===== src/rtl/glms_pkg.sv =====
// Package for the grid local minimum block: register indexes, field widths
// and reset values for the top level; the checker shares the result widths.
// No dependencies.
`default_nettype none

package glms_pkg;

    // Configuration port
    localparam int CFG_BITS       = 8;
    localparam int CFG_INDEX_BITS = 1;

    localparam logic [CFG_INDEX_BITS-1:0] REG_GRID_WIDTH  = 1'b0;
    localparam logic [CFG_INDEX_BITS-1:0] REG_GRID_HEIGHT = 1'b1;

    localparam logic [CFG_BITS-1:0] SIZE_RESET = 8'd100;

    // Result fields
    localparam int SUM_BITS     = 18;
    localparam int COUNT_BITS   = 15;
    localparam int M_TDATA_BITS = ((SUM_BITS + COUNT_BITS + 7) / 8) * 8;

endpackage

`default_nettype wire


===== src/rtl/grid_local_minimum_sum.sv =====
// The result of a frame is registered and shown on the master side in the cycle
// after its last cell is accepted. Throughput: one cell per cycle; the only stall is a
// frame's last cell meeting a result that is still waiting. The line buffers are
// read ahead at the column of the next request. Reset is synchronous and active
// low: sizes return to 100, counters and sums to zero; the line buffers are not
// cleared and hold nothing valid until written.
`default_nettype none

module grid_local_minimum_sum #(
    parameter int MAX_WIDTH   = 128,
    parameter int MAX_HEIGHT  = 128,
    parameter int HEIGHT_BITS = 4,
    localparam int S_TDATA_BITS = ((HEIGHT_BITS + 7) / 8) * 8
) (
    input  wire logic                                 aclk,
    input  wire logic                                 aresetn,

    input  wire logic                                 cfg_wr_en,
    input  wire logic [glms_pkg::CFG_INDEX_BITS-1:0]  cfg_index,
    input  wire logic [glms_pkg::CFG_BITS-1:0]        cfg_wdata,

    input  wire logic                                 s_tvalid,
    output logic                                      s_tready,
    input  wire logic [S_TDATA_BITS-1:0]              s_tdata,   // cell_height

    output logic                                      m_tvalid,
    input  wire logic                                 m_tready,
    output logic [glms_pkg::M_TDATA_BITS-1:0]         m_tdata    // risk_sum, minima_count
);

    localparam int COL_BITS = (MAX_WIDTH > 1) ? $clog2(MAX_WIDTH) : 1;
    localparam int ROW_BITS = (MAX_HEIGHT > 1) ? $clog2(MAX_HEIGHT) : 1;
    localparam int SUM_BITS   = glms_pkg::SUM_BITS;
    localparam int COUNT_BITS = glms_pkg::COUNT_BITS;

    // Line buffers, indexed by column
    logic [HEIGHT_BITS-1:0] row_above_mem [MAX_WIDTH];
    logic [HEIGHT_BITS-1:0] two_rows_mem  [MAX_WIDTH];

    logic [glms_pkg::CFG_BITS-1:0] grid_width_reg;
    logic [glms_pkg::CFG_BITS-1:0] grid_height_reg;
    logic [COL_BITS-1:0]           col_reg;
    logic [ROW_BITS-1:0]           row_reg;
    logic [HEIGHT_BITS-1:0]        left_reg;      // cell at column - 1 of this row
    logic [HEIGHT_BITS-1:0]        left2_reg;     // cell at column - 2 of this row
    logic [HEIGHT_BITS-1:0]        above_d1_reg;  // cell above the previous one
    logic [HEIGHT_BITS-1:0]        above_rd_reg;  // row above, this column
    logic [HEIGHT_BITS-1:0]        right_rd_reg;  // row above, next column
    logic [HEIGHT_BITS-1:0]        up_rd_reg;     // two rows above, this column
    logic [SUM_BITS-1:0]           sum_reg;
    logic [COUNT_BITS-1:0]         count_reg;
    logic                          m_valid_reg;
    logic [glms_pkg::M_TDATA_BITS-1:0] m_data_reg;

    logic [COL_BITS-1:0]    width_last;
    logic [ROW_BITS-1:0]    height_last;
    logic                   last_col;
    logic                   last_row;
    logic                   frame_end;
    logic                   accept;
    logic [HEIGHT_BITS-1:0] cur;
    logic [COL_BITS-1:0]    col_next;
    logic [ROW_BITS-1:0]    row_next;
    logic [COL_BITS-1:0]    rd_col;
    logic [COL_BITS-1:0]    rd_col_p1;
    logic                   row_ge1;
    logic                   row_ge2;
    logic                   col_ge1;
    logic                   col_ge2;
    logic                   judge_above;
    logic                   judge_left;
    logic                   judge_cur;
    logic [SUM_BITS-1:0]    sum_next;
    logic [COUNT_BITS-1:0]  count_next;

    function automatic logic lower_than(input logic [HEIGHT_BITS-1:0] centre,
                                        input logic                   present,
                                        input logic [HEIGHT_BITS-1:0] other);
        return !present || (other > centre);
    endfunction

    // Sizes of zero act as one, sizes beyond the buffers act as the maximum.
    always_comb begin
        if (grid_width_reg == '0) begin
            width_last = '0;
        end else if (32'(grid_width_reg) > MAX_WIDTH) begin
            width_last = COL_BITS'(MAX_WIDTH - 1);
        end else begin
            width_last = COL_BITS'(grid_width_reg - 1'b1);
        end
        if (grid_height_reg == '0) begin
            height_last = '0;
        end else if (32'(grid_height_reg) > MAX_HEIGHT) begin
            height_last = ROW_BITS'(MAX_HEIGHT - 1);
        end else begin
            height_last = ROW_BITS'(grid_height_reg - 1'b1);
        end
    end

    assign last_col  = col_reg >= width_last;
    assign last_row  = row_reg >= height_last;
    assign frame_end = last_col && last_row;

    // Only a frame's last cell produces a result, so only that one waits for
    // the output register to free up.
    assign s_tready = aresetn && !(m_valid_reg && !m_tready && frame_end);
    assign accept   = s_tvalid && s_tready;
    assign cur      = s_tdata[HEIGHT_BITS-1:0];

    assign col_next = last_col ? '0 : col_reg + 1'b1;
    always_comb begin
        if (!last_col) begin
            row_next = row_reg;
        end else if (last_row) begin
            row_next = '0;
        end else begin
            row_next = row_reg + 1'b1;
        end
    end

    // The buffers are read at the column of the next request, so the data
    // sits in the read registers when that request arrives.
    assign rd_col    = accept ? col_next : col_reg;
    assign rd_col_p1 = rd_col + 1'b1;

    always_ff @(posedge aclk) begin
        if (accept) begin
            row_above_mem[col_reg] <= cur;
            two_rows_mem[col_reg]  <= above_rd_reg;
        end
        if (accept && rd_col == col_reg) begin
            above_rd_reg <= cur;
            up_rd_reg    <= above_rd_reg;
        end else begin
            above_rd_reg <= row_above_mem[rd_col];
            up_rd_reg    <= two_rows_mem[rd_col];
        end
        if (accept && rd_col_p1 == col_reg) begin
            right_rd_reg <= cur;
        end else begin
            right_rd_reg <= row_above_mem[rd_col_p1];
        end
    end

    assign row_ge1 = row_reg != '0;
    assign row_ge2 = row_reg > ROW_BITS'(1);
    assign col_ge1 = col_reg != '0;
    assign col_ge2 = col_reg > COL_BITS'(1);

    // Cell above the arriving one: all its neighbours are now known.
    assign judge_above = row_ge1
        && lower_than(above_rd_reg, row_ge2, up_rd_reg)
        && lower_than(above_rd_reg, 1'b1, cur)
        && lower_than(above_rd_reg, col_ge1, above_d1_reg)
        && lower_than(above_rd_reg, !last_col, right_rd_reg);

    // On the bottom row the cell to the left is decided by its right neighbour.
    assign judge_left = last_row && col_ge1
        && lower_than(left_reg, row_ge1, above_d1_reg)
        && lower_than(left_reg, col_ge2, left2_reg)
        && lower_than(left_reg, 1'b1, cur);

    // The frame's last cell has no neighbour still to come.
    assign judge_cur = frame_end
        && lower_than(cur, row_ge1, above_rd_reg)
        && lower_than(cur, col_ge1, left_reg);

    always_comb begin
        sum_next = sum_reg;
        if (judge_above) begin
            sum_next = sum_next + SUM_BITS'(above_rd_reg) + SUM_BITS'(1);
        end
        if (judge_left) begin
            sum_next = sum_next + SUM_BITS'(left_reg) + SUM_BITS'(1);
        end
        if (judge_cur) begin
            sum_next = sum_next + SUM_BITS'(cur) + SUM_BITS'(1);
        end
        count_next = count_reg + COUNT_BITS'(judge_above) + COUNT_BITS'(judge_left)
                     + COUNT_BITS'(judge_cur);
    end

    always_ff @(posedge aclk) begin
        if (!aresetn) begin
            grid_width_reg  <= glms_pkg::SIZE_RESET;
            grid_height_reg <= glms_pkg::SIZE_RESET;
            col_reg         <= '0;
            row_reg         <= '0;
            left_reg        <= '0;
            sum_reg         <= '0;
            count_reg       <= '0;
            m_valid_reg     <= 1'b0;
        end else begin
            if (cfg_wr_en) begin
                unique case (cfg_index)
                    glms_pkg::REG_GRID_WIDTH:  grid_width_reg  <= cfg_wdata;
                    glms_pkg::REG_GRID_HEIGHT: grid_height_reg <= cfg_wdata;
                    default: ;
                endcase
            end
            if (accept) begin
                col_reg      <= col_next;
                row_reg      <= row_next;
                left_reg     <= cur;
                left2_reg    <= left_reg;
                above_d1_reg <= above_rd_reg;
                if (frame_end) begin
                    sum_reg     <= '0;
                    count_reg   <= '0;
                    m_valid_reg <= 1'b1;
                    m_data_reg  <= glms_pkg::M_TDATA_BITS'({count_next, sum_next});
                end else begin
                    sum_reg   <= sum_next;
                    count_reg <= count_next;
                    if (m_tready) begin
                        m_valid_reg <= 1'b0;
                    end
                end
            end else if (m_tready) begin
                m_valid_reg <= 1'b0;
            end
        end
    end

    assign m_tvalid = m_valid_reg;
    assign m_tdata  = m_data_reg;

endmodule

`default_nettype wire


===== config.mk =====
export PLATFORM = sky130hd
export DESIGN_NAME = grid_local_minimum_sum
export DESIGN_NICKNAME = d
export VERILOG_FILES = /design/src/rtl/glms_pkg.sv /design/src/rtl/grid_local_minimum_sum.sv
export SDC_FILE = /design/constraint.sdc
export NUM_CORES = 1
export LEC_CHECK = 0
export BUFFER_PORTS_ARGS = -buffer_cell sky130_fd_sc_hd__buf_2
export CELL_PAD_IN_SITES_DETAIL_PLACEMENT = 1
export CELL_PAD_IN_SITES_GLOBAL_PLACEMENT = 1
export CORE_MARGIN = 2
export CORE_UTILIZATION = 60
export DETAILED_ROUTE_END_ITERATION = 16
export MAX_ROUTING_LAYER = met4
export PLACE_DENSITY = 0.94
export SKIP_LAST_GASP = 1
export SYNTH_ARGS = -nofsm -noshare
export SYNTH_HDL_FRONTEND = slang
export SYNTH_SLANG_ARGS = --single-unit

===== constraint.sdc =====
create_clock -name aclk -period 19.6 [get_ports aclk]
set_input_delay 3.92 -clock aclk [delete_from_list [all_inputs] [get_ports aclk]]
set_output_delay 3.92 -clock aclk [all_outputs]
set_load 0.1 [all_outputs]

# ---- Word-level counts from Yosys, hierarchy flattened
# Memories as Yosys holds them, arrays and structs flattened. A register that Yosys moved wholly into a read port is not among the register bits.
# Cells that the tools add are included.
dict set report totals {
  reg_bits 109
  ram_bits 1024
  out_inout_bits 42
  wordCells 97
  n_memories 2
}
# memory depth width rd rd_clocked_by_memory_dff wr line
set mem_list {}
lappend mem_list {row_above_mem 128 4 2 2 1 grid_local_minimum_sum.sv:37} ;# logic [HEIGHT_BITS-1:0] row_above_mem [MAX_WIDTH];
lappend mem_list {two_rows_mem 128 4 1 1 1 grid_local_minimum_sum.sv:38} ;# logic [HEIGHT_BITS-1:0] two_rows_mem [MAX_WIDTH];
dict set report classes {
  n_addsub 14
  magnitude_cmp 15
  n_mux 17
  bitwise_logic 1
  n_reduce_logical 37
}
# cell count
set op_table {}
lappend op_table {{$mux 18} 4}
lappend op_table {{$add 18x1->18 const B} 3}
lappend op_table {{$add 18x4->18} 3}
lappend op_table {{$mux 7} 7}
lappend op_table {{$add 15x1->15} 3}
lappend op_table {{$gt 4x4->1} 9}
lappend op_table {{$add 7x1->7 const B} 3}
lappend op_table {{$gt 8x8->1 const B} 2}
lappend op_table {{$logic_not 8->1} 2}
lappend op_table {{$logic_and 1x1->1} 15}
lappend op_table {{$mux 15} 1}
lappend op_table {{$ge 7x7->1} 2}
lappend op_table {{$gt 7x1->1 const B} 2}
lappend op_table {{$reduce_bool 7->1} 2}
lappend op_table {{$sub 7x1->7 const B} 2}
lappend op_table {{$reduce_and 2->1} 4}
lappend op_table {{$logic_or 1x1->1} 7}
lappend op_table {{$logic_not 1->1} 6}
lappend op_table {{$mux 1} 5}
lappend op_table {{$reduce_and 3->1} 1}
lappend op_table {{$not 1->1} 1}

# ---- Logic depth before layout (Yosys ltp)
# Gate-level depths: netlist of run 1.
dict set report depth {
  ltp_word 15
  ltp_mapped 32
  mapped_depth_nobuf 31
}

# ---- Worst setup path before layout of run 1
# Ideal clock, no wire load.
dict set report synth_path {
  path_type {register to register}
  start {reg with a tool-made name}
  end {reg sum_reg[16]}
  setup_time_ps 117
  arrival_ps 9292
  t_required_ps 19483
  slack_ps 10190
  stages_incl_launch_ff 30
  n_path_buf 3
  cell_sequence {dfxtp_1 -> clkbuf_1 -> clkbuf_1 -> buf_1 -> mux4_2 -> mux4_2 -> mux4_2 -> mux2i_1 -> inv_1 -> ha_1 -> nand2b_1 -> a21oi_1 -> nor2_1 -> o2111a_1 -> nand2_1 -> inv_1 -> o21ai_0 -> ha_1 -> fa_1 -> inv_1 -> a21o_1 -> a21oi_1 -> nor4_2 -> o221ai_2 -> o31a_1 -> or4_1 -> or4b_4 -> nand3b_4 -> xnor2_2 -> a32o_1}
}
# element line
set synth_lines {}
lappend synth_lines {{end signal: assignment} grid_local_minimum_sum.sv:213} ;# sum_reg <= sum_next;
lappend synth_lines {{end: declaration} grid_local_minimum_sum.sv:50} ;# logic [SUM_BITS-1:0] sum_reg;

==> run summary, run 1 <==
Row cnt -> 107
Net Sw Frac -> 0.246
Ys async rst share -> 0
Main synth FF type -> edfxtp_1
Total routed wirelength -> 168000 um
1st-iter DRT viols -> 4778
Final total power -> 5540 uW
Yosys top cell by area -> edfxtp_1
NumNets Final -> 2832
Max stage delay cell, worst path -> buf_4
DRC violations left -> 0
Vias -> 31100
Clk_skew -> 0.0467 ns
Commonest non-fill, non-tap cell in the layout -> edfxtp_1
CTS H-tree lvls -> 3
First-pass DRT Iterations -> 6
Fin crit share -> 0.661
Number of cells produced by synthesis -> 2684
Clk slew on worst S/H paths -> 0.07 ns
Worst skew pair latency -> 0.73 ns
Overflow after GRT -> 0
Slew headroom -> -0.00311
Share of the synthesized area in the top cell type -> 0.625
Number of synthesized flops with an enable pin -> 1065
Die Y -> 296 um
Combinational fraction of design power -> 0.094
Final Wtd Congestion -> 0.908
Starting Density -> 0.603
Via density -> 7.78
Setup TNS -> 0 ns
Top cells by area, synth -> edfxtp_1 (62%), mux4_2 (22%), dfxtp_1 (3.2%), ha_1 (1.6%), nor2_1 (1.3%)
Tot GR Track Use -> 0.404
Failing checks -> slew limit
Max-Cap Viols -> 0
Vias in the first global route -> 31700
Type of the worst setup path -> register to register
# fillers -> 6908
First-pass GRT wire length -> 240000 um
Core area -> 84900 sq um
TritonCTS clock tree -> built
I/O pin cnt -> 64
Cell variety after synth -> 81
Final min period -> 12.96 ns
Die Width -> 296 um
Synth Cell Area -> 51200 sq um
FMAX -> 77.2 MHz
ANT nets after route -> 0
Hold Path Class -> register to register
Final core occ -> 0.665
Max incr delay on CP -> 0.83 ns
Commonest non-fill, non-tap cells in the layout -> edfxtp_1 (1065), mux4_2 (504), nor2_1 (182)
Wirelength per Cell -> 42.0 um
Final HPWL DP -> 91700 um
Max-slew violation count -> 15
Syn avg cell area -> 19.1 sq um
# setup viols final -> 0
Post-CTS resize count -> 0
Slew at the pin closest to its max-slew limit -> 1.50 ns
Worst Path Arrival -> 13.56 ns
Bufs on Longest Clock Path -> 3
RSZ-0062 raised after global routing -> no
Worst EP required -> 20.20 ns
Die Footprint -> 87700 sq um
Setup Fix Bufs, Post-CTS -> 0
Clk pwr share -> 0.413
Sequential share of power -> 0.493
P&R area growth vs syn -> 10.2%
Sequential cell area fraction in the yosys report -> 0.657
CTS Hold Bufs -> 0
CTS Buf Count -> 114
CP Launch Type -> register
CTS root buffer -> clkbuf_16
P per Cell Area -> 98.2 nW/um^2
Synthesis Warnings -> 0
Sink Count -> 1147
PortBufs -> 52
Hold Violations, Final -> 0
CP Max Fanout -> 96
Largest net degree at the start of global routing -> 97
Seq cells post-synth -> 1147
Leakage power -> 0.0174 uW
Outcome -> finished with violations
Critical Path Sink Type -> register
Initial antenna violation count -> 9
Peak VDD IR -> 74.9 uV
Switching pwr -> 1360 uW
Internal -> 4180 uW
Most used cell, CP -> mux4_2
Share of cells above drive strength 1 -> 0.286
## metrics by stage
step,hold slack (ns),worst slack (ns),cell area [sq um],cells
floorplan,0.453,10.19,51200,2690
global placement,0.465,7.78,52600,3766
detailed placement,0.489,7.15,52600,3766
CTS,0.526,6.94,56400,3980
global route,0.538,6.04,56400,3992
finish,0.538,6.64,56400,3993
## path summary, 6_finish.rpt
| path | to | cells past startpoint | slack, ns | start |
|---|---|---|---|---|
| worst max register to register | sum_reg[16]$_SDFFE_PN0P_ | 29 | 6.64 | register |
| worst min register to register | sum_reg[17]$_SDFFE_PN0P_ | 1 | 0.54 | sum_reg[17]$_SDFFE_PN0P_ |
| worst min-delay path | sum_reg[17]$_SDFFE_PN0P_ | 1 | 0.54 | sum_reg[17]$_SDFFE_PN0P_ |
| worst max-delay path | sum_reg[16]$_SDFFE_PN0P_ | 29 | 6.64 | register |
## metal layers
layer / track usage / part of all wire
met5: - / 0
met4: 0.210 / 0.065
met3: 0.103 / 0.13
met2: 0.620 / 0.48
met1: 0.504 / 0.33
## cells in the mapped netlist (4+ instances only)
| master | number |
|---|---|
| edfxtp_1 | 1065 |
| buf_1 | 55 |
| nor2b_1 | 27 |
| o31a_1 | 4 |
| xnor2_1 | 38 |
| dfxtp_1 | 82 |
| and4_1 | 4 |
| nor3_1 | 17 |
| ha_1 | 67 |
| o21a_1 | 9 |
| and2_1 | 13 |
| o21ai_0 | 39 |
| nand2_1 | 111 |
| nor4_1 | 16 |
| a22oi_1 | 11 |
| nand3b_1 | 4 |
| buf_4 | 7 |
| a21o_1 | 11 |
| nor3b_1 | 7 |
| and3_1 | 10 |
| nand2b_1 | 11 |
| nand3_1 | 45 |
| mux2i_1 | 10 |
| or3_1 | 5 |
| xor2_1 | 32 |
| nor2_1 | 183 |
| inv_1 | 46 |
| nand4_1 | 13 |
| mux4_2 | 504 |
| or2_2 | 4 |
| or4_1 | 5 |
| a21oi_1 | 30 |
| clkbuf_1 | 91 |
| fa_1 | 5 |
| a21boi_0 | 25 |
| mux2_2 | 10 |
| a32o_1 | 7 |
## cell type report
type / instances / area, sq um / share of cell area
Antenna cell: 13 / 32.5 / 0.000577
Clock buffer: 139 / 2980 / 0.0528
Clock inverter: 75 / 782 / 0.0139
Inverter: 47 / 184 / 0.00326
Multi-Input combinational cell: 1340 / 16800 / 0.298
Sequential cell: 1147 / 33600 / 0.596
Tap cell: 1144 / 1430 / 0.0254
Timing Repair Buffer: 88 / 553 / 0.00980
## power groups by stage
stage	clock network (uW)	registers, uW	logic [uW]
global placement	0	2780	440
floorplan	0	2770	324
global route	2360	2730	533
CTS	2280	2730	506
detailed placement	0	2780	480
finish	2290	2730	522
## kinds of logic (layout without fill, tap and decap cells)
logic type | count (synthesis) | in the layout | share of synthesized area
adder cells (fa/ha/maj) | 74 | 74 | 0.0187
buffers and inverters | 203 | 349 | 0.0158
AO/OA/AOI/OAI | 175 | 175 | 0.0239
flip-flops | 1147 | 1147 | 0.657
multiplexers | 524 | 524 | 0.226
XOR/XNOR | 72 | 72 | 0.0126
other | 1 | 20 | 0.0000733
AND/OR/NAND/NOR | 488 | 488 | 0.0460
## worst max-delay path: cells and delay by family, from the launching register on
family                     cells  cell delay (ns)
buffers and inverters          6             3.32
AOI/OAI and AO/OA              9             2.73
and+or+nand+nor                7             2.40
muxes                          4             2.37
adders and majority gates      2             0.81
DFF                            1             0.78
xor gates and xnor gates       1             0.16
Note: power is estimated with default switching activity, not from simulation.
==> run 2: changes to the inputs <==
--- a/config.mk
+++ b/config.mk
@@ -5,14 +5,15 @@
 export SDC_FILE = /design/constraint.sdc
 export NUM_CORES = 1
 export LEC_CHECK = 0
+export ABC_AREA = 1
 export BUFFER_PORTS_ARGS = -buffer_cell sky130_fd_sc_hd__buf_2
 export CELL_PAD_IN_SITES_DETAIL_PLACEMENT = 1
 export CELL_PAD_IN_SITES_GLOBAL_PLACEMENT = 1
 export CORE_MARGIN = 2
-export CORE_UTILIZATION = 60
+export CORE_UTILIZATION = 46
 export DETAILED_ROUTE_END_ITERATION = 16
 export MAX_ROUTING_LAYER = met4
-export PLACE_DENSITY = 0.94
+export PLACE_DENSITY = 0.85
 export SKIP_LAST_GASP = 1
 export SYNTH_ARGS = -nofsm -noshare
 export SYNTH_HDL_FRONTEND = slang
==> constraint.sdc (replaced) <==
create_clock -name aclk -period 10.4 [get_ports aclk]
set_input_delay 2.08 -clock aclk [delete_from_list [all_inputs] [get_ports aclk]]
set_output_delay 2.08 -clock aclk [all_outputs]
set_load 0.1 [all_outputs]
==> run 2 against run 1 <==
  * The flow finishes with violations (capacitance limit)
  * Sequential power is 89% higher
  * Core utilization down 16 points
  * Flip-flop and latch count unchanged
  * Clock skew shrank 0.016 ns
  * Critical endpoint is now m_tdata[16]$_DFFE_PP_
==> run summary, run 2 <==
Overflow after GRT -> 0
CTS Hold Bufs -> 0
Worst skew pair latency -> 0.73 ns
Setup TNS -> 0 ns
Max stage delay cell, worst path -> o32ai_1
Combinational fraction of design power -> 0.119
CP Max Fanout -> 210
CTS root buffer -> clkbuf_16
CTS Buf Count -> 114
Leakage power -> 0.0194 uW
Initial antenna violation count -> 13
Bufs on Longest Clock Path -> 3
# fillers -> 12200
Core area -> 114000 sq um
Hold Violations, Final -> 0
Share of cells above drive strength 1 -> 0.0745
FMAX -> 114 MHz
First-pass GRT wire length -> 274000 um
Worst slack at placement -> 2.08 ns
Final min period -> 8.78 ns
Commonest non-fill, non-tap cell in the layout -> nor2_1
Top cells by area, synth -> edfxtp_1 (60%), o21ai_0 (9.3%), nor2_1 (8.4%), o22ai_1 (4.5%), dfxtp_1 (3.1%)
Number of cells produced by synthesis -> 5128
CTS H-tree lvls -> 3
WHS -> 0.478 ns
Internal -> 7660 uW
Vias in the first global route -> 44700
Critical Path Sink Type -> register
First-pass DRT Iterations -> 6
Via density -> 6.54
Slew at the pin closest to its max-slew limit -> 1.46 ns
Top cells by count, synth -> nor2_1 (1186), edfxtp_1 (1065), o21ai_0 (987), o22ai_1 (384), clkbuf_1 (343)
Final HPWL DP -> 108000 um
Post-CTS resize count -> 0
NumNets Final -> 5100
Number of synthesized flops with an enable pin -> 1065
Cell variety after synth -> 53
1st-iter DRT viols -> 5877
Die Footprint -> 118000 sq um
Clk pwr share -> 0.389
Vias -> 43400
P&R area growth vs syn -> 9.73%
Hold Path Class -> register to register
Row cnt -> 124
Main synth FF type -> edfxtp_1
# setup viols final -> 0
Worst Path Arrival -> 9.24 ns
Setup WS post-layout -> 1.62 ns
Slew headroom -> 0.0146
Top-count cell post-synth -> nor2_1
Sink Count -> 1147
Clk slew on worst S/H paths -> 0.06 ns
Synth Cell Area -> 53000 sq um
Wirelength per Cell -> 27.6 um
Most used cell, CP -> nand2_1
Outcome -> finished with violations
Ys async rst share -> 0
CP Launch Type -> register
ANT nets after route -> 0
Yosys top cell by area -> edfxtp_1
Final Wtd Congestion -> 0.967
Switching pwr -> 2840 uW
Setup Fix Bufs, Post-CTS -> 0
Max incr delay on CP -> 0.87 ns
Starting Density -> 0.464
Worst EP required -> 10.86 ns
P per Cell Area -> 180 nW/um^2
Multi-input logic area -> 17400 sq um
Tot GR Track Use -> 0.314
Die Width -> 344 um
Sequential share of power -> 0.492
RSZ-0062 raised after global routing -> no
DRC violations left -> 0
Clk_skew -> 0.0308 ns
Synthesis Warnings -> 0
Net Sw Frac -> 0.270
Max-slew violation count -> 0
Peak VDD IR -> 130 uV
Placed insts -> 6402
Type of the worst setup path -> register to register
FF+latch area -> 33600 sq um
Share of the synthesized area in the top cell type -> 0.603
Seq cells post-synth -> 1147
PortBufs -> 52
Sequential cell area fraction in the yosys report -> 0.634
Total routed wirelength -> 183000 um
Fin crit share -> 0.844
I/O pin cnt -> 64
Die Y -> 344 um
Largest net degree at the start of global routing -> 211
Commonest non-fill, non-tap cells in the layout -> nor2_1 (1184), edfxtp_1 (1065), o21ai_0 (987)
Layout Cells excl Fill -> 6634
Failing checks -> capacitance limit
Final total power -> 10500 uW
Syn avg cell area -> 10.3 sq um
Max-Cap Viols -> 1
TritonCTS clock tree -> built
-- run 2: area by class of cell --
type	instances	share of cell area
tap	1512	0.0325
timing repair buffer	117	0.0156
clock inverter	70	0.00914
multi-input combinational	3445	0.299
sequential	1147	0.578
clock buffer	143	0.0530
inverter	181	0.0121
antenna	19	0.000817
-- run 2: cell families after synthesis --
logic type                 count (synthesis)  synth area share
adders and majority gates                 72            0.0177
and+or+nand+nor                         1730             0.133
AOI/OAI and AO/OA                       1590             0.168
buffers and inverters                    542            0.0394
xor gates and xnor gates                  46           0.00774
other                                      1         0.0000707
DFF                                     1147             0.634
-- run 2: final timing paths --
kind,start,endpoint,slack (ns),depth (start not counted)
min reg2reg,count_reg[9]$_SDFFE_PN0P_,count_reg[9]$_SDFFE_PN0P_,0.48,2
max reg2reg,register,m_tdata[16]$_DFFE_PP_,1.62,35
min,count_reg[9]$_SDFFE_PN0P_,count_reg[9]$_SDFFE_PN0P_,0.48,2
max,register,m_tdata[16]$_DFFE_PP_,1.62,35
-- run 2: stage by stage --
| stage | instance area (sq um) | util |
|---|---|---|
| finish | 58200 | 0.509 |
| floorplan | 53100 | - |
| global route | 58200 | 0.509 |
| detailed placement | 54500 | 0.477 |
| CTS | 58100 | 0.508 |
| global placement | 54500 | 0.477 |
-- run 2: worst max-delay path, delay by kind of cell, from the launching register on --
kind / cells / cell delay (ns)
AOI/OAI and AO/OA: 8 / 2.53
xor gates and xnor gates: 1 / 0.16
adders and majority gates: 3 / 1.08
buffers and inverters: 3 / 0.85
DFF: 1 / 0.86
and+or+nand+nor: 20 / 2.72
-- run 2: power by group through the flow --
stage / Sequential, uW / Combinational [uW] / Clock (uW)
finish: 5160 / 1250 / 4090
detailed placement: 5260 / 1180 / 0
global route: 5160 / 1320 / 4250
global placement: 5260 / 1120 / 0
floorplan: 5240 / 736 / 0
CTS: 5160 / 1200 / 4080
-- run 2: routing by layer --
layer | up-vias | track usage | share of wire
met4 | 0 | 0.175 | 0.060
met3 | 737 | 0.0738 | 0.11
li1 | 18300 | - | -
met1 | 21600 | 0.383 | 0.37
met5 | - | - | 0
met2 | 2801 | 0.483 | 0.46
